## src/sv/a64x_ram.sv

```systemverilog
`timescale 1ns / 1ps
// Generic single-write, single-read RAM with registered read-first output.
module a64x_ram #(
   parameter int WIDTH = 64,
   parameter int DEPTH = 32
) (
   input  logic                     clock,
   input  logic                     wr_en,
   input  logic [$clog2(DEPTH)-1:0] wr_addr,
   input  logic [WIDTH-1:0]         wr_data,
   input  logic                     rd_en,
   input  logic [$clog2(DEPTH)-1:0] rd_addr,
   output logic [WIDTH-1:0]         rd_data
);

   logic [WIDTH-1:0] mem_ff [DEPTH];
   logic [WIDTH-1:0] rd_data_ff;

   always_ff @(posedge clock) begin
      if (wr_en) begin
         mem_ff[wr_addr] <= wr_data;
      end
      if (rd_en) begin
         rd_data_ff <= mem_ff[rd_addr];
      end
   end

   assign rd_data = rd_data_ff;

endmodule

```

## config.mk

```make
export PLATFORM = sky130hd
export DESIGN_NAME = a64x_ram
export DESIGN_NICKNAME = d
export VERILOG_FILES = /design/src/sv/a64x_ram.sv
export SDC_FILE = /design/constraint.sdc
export NUM_CORES = 2
export LEC_CHECK = 0
export BUFFER_PORTS_ARGS = -buffer_cell sky130_fd_sc_hd__buf_2
export CORE_MARGIN = 2
export CORE_UTILIZATION = 30
export CTS_BUF_LIST = sky130_fd_sc_hd__clkbuf_4 sky130_fd_sc_hd__clkbuf_8
export DETAILED_ROUTE_END_ITERATION = 16
export HOLD_SLACK_MARGIN = 0.05
export SLEW_MARGIN = 40
export SYNTH_ARGS = -nofsm -noshare
export SYNTH_HDL_FRONTEND = slang
export SYNTH_SLANG_ARGS = --single-unit
```

## constraint.sdc

```tcl
create_clock -name clock -period 12.18 [get_ports clock]
set_input_delay 1.218 -clock clock [delete_from_list [all_inputs] [get_ports clock]]
set_output_delay 1.218 -clock clock [all_outputs]
set_load 0.02 [all_outputs]
```

==> Word-level counts from Yosys, hierarchy flattened <==
Memories as Yosys holds them, arrays and structs flattened. A register that Yosys moved wholly into a read port is not among the register bits.
Cells that the tools add are included.
{ "totals": {"mem_bits_rw": 2048, "register_bits": 0, "mem_count": 1, "in_bits": 77, "output_inout_bits": 64} }
{ "classes": {"n_mux": 2} }
{ "mem_list": {"columns": ["name", "words", "width", "rd", "rd_ports_with_merged_regs", "wr", "line", "source"], "rows": [
  ["mem_ff", 32, 64, 1, 1, 1, "16", "logic [WIDTH-1:0] mem_ff [DEPTH];"]
]} }
{ "ops": {"columns": ["cell", "n"], "rows": [
  ["$mux W1", 2]
]} }

==> Longest topological paths before layout <==
{ "depth": {"word_depth": 2, "mapped_depth": 9} }

==> Least setup slack after synthesis <==
No wires, ideal clock.
{ "synth_timing": {"path_type": "input -> register", "startpoint": "input port wr_addr[1]", "endpoint": "memory mem_ff[12][0], enable pin", "path_buffers": 1, "arrival_time_ps": 4554, "setup_slack_ps": 7140, "stages": 3, "required_time_ps": 11694, "setup_time_ps": 486, "cell_sequence": "or3b_2 -> clkbuf_1 -> nor2_1"} }
{ "synth_lines": {"columns": ["item", "line", "source"], "rows": [
  ["start: declaration", "9", "input logic [$clog2(DEPTH)-1:0] wr_addr,"],
  ["end: declaration", "16", null]
]} }
Straight into the memory's write port.

==> run summary <==
Outcome - finished, final reports clean
Synth unique cells - 30
TNS Setup - 0 ns
Synth area leaders - edfxtp_1, mux4_2, mux2_2, mux2i_1, buf_2
Peak Freq - 0.231 GHz
Vias per cell - 4.99
RR Endpoint - rd_data[17]$_DFFE_PP_
Initial Util - 30.1%
Number of remaining DRC errors - 0
Core area - 265000 sq um
Die width - 519 um
Fin crit share - 35.5%
# H-tree levels - 5
Worst-skew pair later-pin latency - 0.91 ns
Slew Viols, Final - 0
Hold Path Depth - 1
Slowest CP cell - mux4_2
Area share of the leading cell type in the synthesized netlist - 79.7%
R2R setup slack - 10.21 ns
Sequential area share after synthesis - 79.7%
Row Count - 189
Critical path arrival - 4.98 ns
Drt total wl - 201 mm
Crit path kind - in -> reg
CTS tree - yes
Post CTS Setup Buffer Count - 0
Antenna Nets Post-Route - 0
RSZ-0062 raised after global routing - no
Routed via count - 36263
Hold worst-path end - rd_data[59]$_DFFE_PP_
Critical-path cell list - buf_8 -> buf_16 -> buf_12 -> buf_16 -> buf_12 -> buf_16 -> mux4_2 -> mux4_2 -> mux2_2
CP Launch Type - input port
Post-synthesis net count - 3174
Antenna violations before repair - 53
Final Critical Period - 4.33 ns
Worst reg-to-reg path cell count - 3
Cts repair resizes - 0
GRT overflow - 0
Total global-route track usage - 14.6%
Crit-path max cell delay - 0.56 ns
Clk slew on worst S/H paths - 0.07 ns
Routability congestion estimate - 0.717
R2R Path Start - mem_ff[27][17]$_DFFE_PP_
PortBufs - 140
Max-cap violations - 0
Layout Cells excl Fill - 7264
First-pass GRT wire length - 282 mm
Iter 0 DRT Violations - 4554
Fin. Hold Viols - 0
Power Total - 14.4 mW
Avg WL per Cell - 27.7 um
Clock skew - 0.0436 ns
Die Ht - 519 um
Worst relative slew slack - 38.6%
Crit end category - register
Worst Tran Pin Value - 0.921 ns
Synth area leader - edfxtp_1
Post-Synthesis Cells - 3097
Die ar. - 269000 sq um
Post-synthesis instance area - 79600 sq um
CP dominant cell by count - buf_16
Synthesized area per cell - 25.7 sq um
PwrDens - 157 nW/um^2
DRT Pass-1 Iters - 5
Hpwl dp - 99.0 mm
Critical path required time - 12.83 ns
Root buffer cell - clkbuf_8
TritonCTS buffer count - 321
Setup-failing EPs final - 0
Yosys reg bits - 2112
# nets final - 3581
IO Pins - 141
Peak supply drop - 0.106 mV
Hold_sp - rd_en
CTS Hold Bufs - 0
Share of cells above drive strength 1 - 38.1%
Clock buffer depth - 4
Crit-path max FO - 62
Clock sinks - 2112
Vias in the first global route - 37356
Min-Delay Path Class - in -> reg
Pin count of the biggest net entering global routing - 89
Fillers - 24286
Yosys warns - 0
Area Growth Syn to Fin - 14.7%
Placed Instances - 6711
Pre-CTS setup slack - 6.90 ns
Final WS setup - 7.85 ns
Static Leak - 27.9 nW
-- synth_stat cells --
cell	number
a221oi_1	12
nor2b_1	4
and2_1	3
nand2b_1	2
o2bb2ai_1	3
buf_4	14
buf_1	19
clkbuf_1	55
buf_6	3
buf_2	65
o22ai_1	10
a22oi_1	3
mux2_2	74
nand2_1	3
edfxtp_1	2112
mux4_2	602
and2_0	1
nand3_1	2
nor2_1	41
or3_1	1
o221ai_1	3
nand3b_1	5
o21ai_0	9
a211oi_1	3
inv_2	1
or3b_2	2
a22o_1	1
mux2i_1	38
o31a_1	3
o211ai_1	3
-- where the power goes --
group / leakage, nW / internal, mW / switching (mW)
clock network: 3.07 / 2.86 / 2.65
logic: 5.73 / 0.299 / 0.413
registers: 19.1 / 8.11 / 0.0346
total: 27.9 / 11.3 / 3.10
-- critical path, delay by kind of cell --
kind                   cells  cell delay [ns]
buffers and inverters      6             2.20
muxes                      3             1.32
-- sequential cells by signal, indices dropped and copies added, names as in the netlist --
signal and count:
mem_ff 2048, rd_data 64
-- how the worst max path moves through the flow --
stage,startpoint,endpoint,slack [ns],cells past startpoint
floorplan,wr_addr[1],mem_ff[12][0]$_DFFE_PP_,7.14,3
global placement,rd_addr[0],rd_data[45]$_DFFE_PP_,6.82,6
detailed placement,rd_addr[0],rd_data[53]$_DFFE_PP_,6.90,8
CTS,rd_addr[0],rd_data[55]$_DFFE_PP_,7.87,8
global route,rd_addr[0],rd_data[53]$_DFFE_PP_,7.54,9
finish,rd_addr[0],rd_data[53]$_DFFE_PP_,7.85,9
-- layout by cell type, fill, tap and decap left out, types with 3 or more instances in the layout --
cell        instances
nor2b_1             4
buf_8               8
mux2_2             74
mux4_2            602
mux2i_1            38
a221oi_1           12
nand3b_1            5
a211oi_1            3
clkinvlp_4          8
a22oi_1             3
o22ai_1            10
and2_1              3
nor2_4             32
o221ai_1            3
edfxtp_1         2112
buf_2             134
o211ai_1            3
buf_12              7
bufinv_16           4
nor2_1              9
buf_6              36
clkbuf_8          328
o31a_1              3
nand2_1             3
clkinv_2           23
buf_4              47
inv_6               4
clkinv_1           69
buf_16              7
clkbuf_4           93
diode_2            19
o2bb2ai_1           3
o21ai_0             9
-- layer usage --
layer / share of wire (%) / track usage, % / up-vias
met2: 48 / 23.2 / 1648
met4: 2.6 / 4.27 / 14
met3: 8.1 / 3.02 / 371
met1: 42 / 20.4 / 19810
met5: 0.041 / 0 / -
li1: - / - / 14420
-- cell type report --
type                    instances  area (sq um)  area share (%)
inverters                       1          6.26         0.00685
repair buffers                240          1910            2.09
well taps                    3533          4420            4.84
clock buffers                 421          5210            5.71
diodes                         19          47.5          0.0521
flip-flops and latches       2112         63400            69.5
clock inverters               110           617           0.676
multi-input cells             828         15700            17.2
-- stage by stage --
stage / hold slack, ns / util (%) / area [sq um]
global route: 0.664 / 34.5 / 91300
finish: 0.719 / 34.5 / 91300
CTS: 0.640 / 34.5 / 91200
floorplan: 0.798 / - / 79600
detailed placement: 0.856 / 32.3 / 85400
global placement: 0.826 / 32.1 / 85000
-- cells by family after synthesis --
logic type	after synthesis	synth area share, %
AO/OA/AOI/OAI	50	0.462
buffers and inverters	157	0.937
multiplexers	714	18.6
flip-flops	2112	79.7
AND/OR/NAND/NOR	64	0.376
Power figures use the tool's default switching activity.
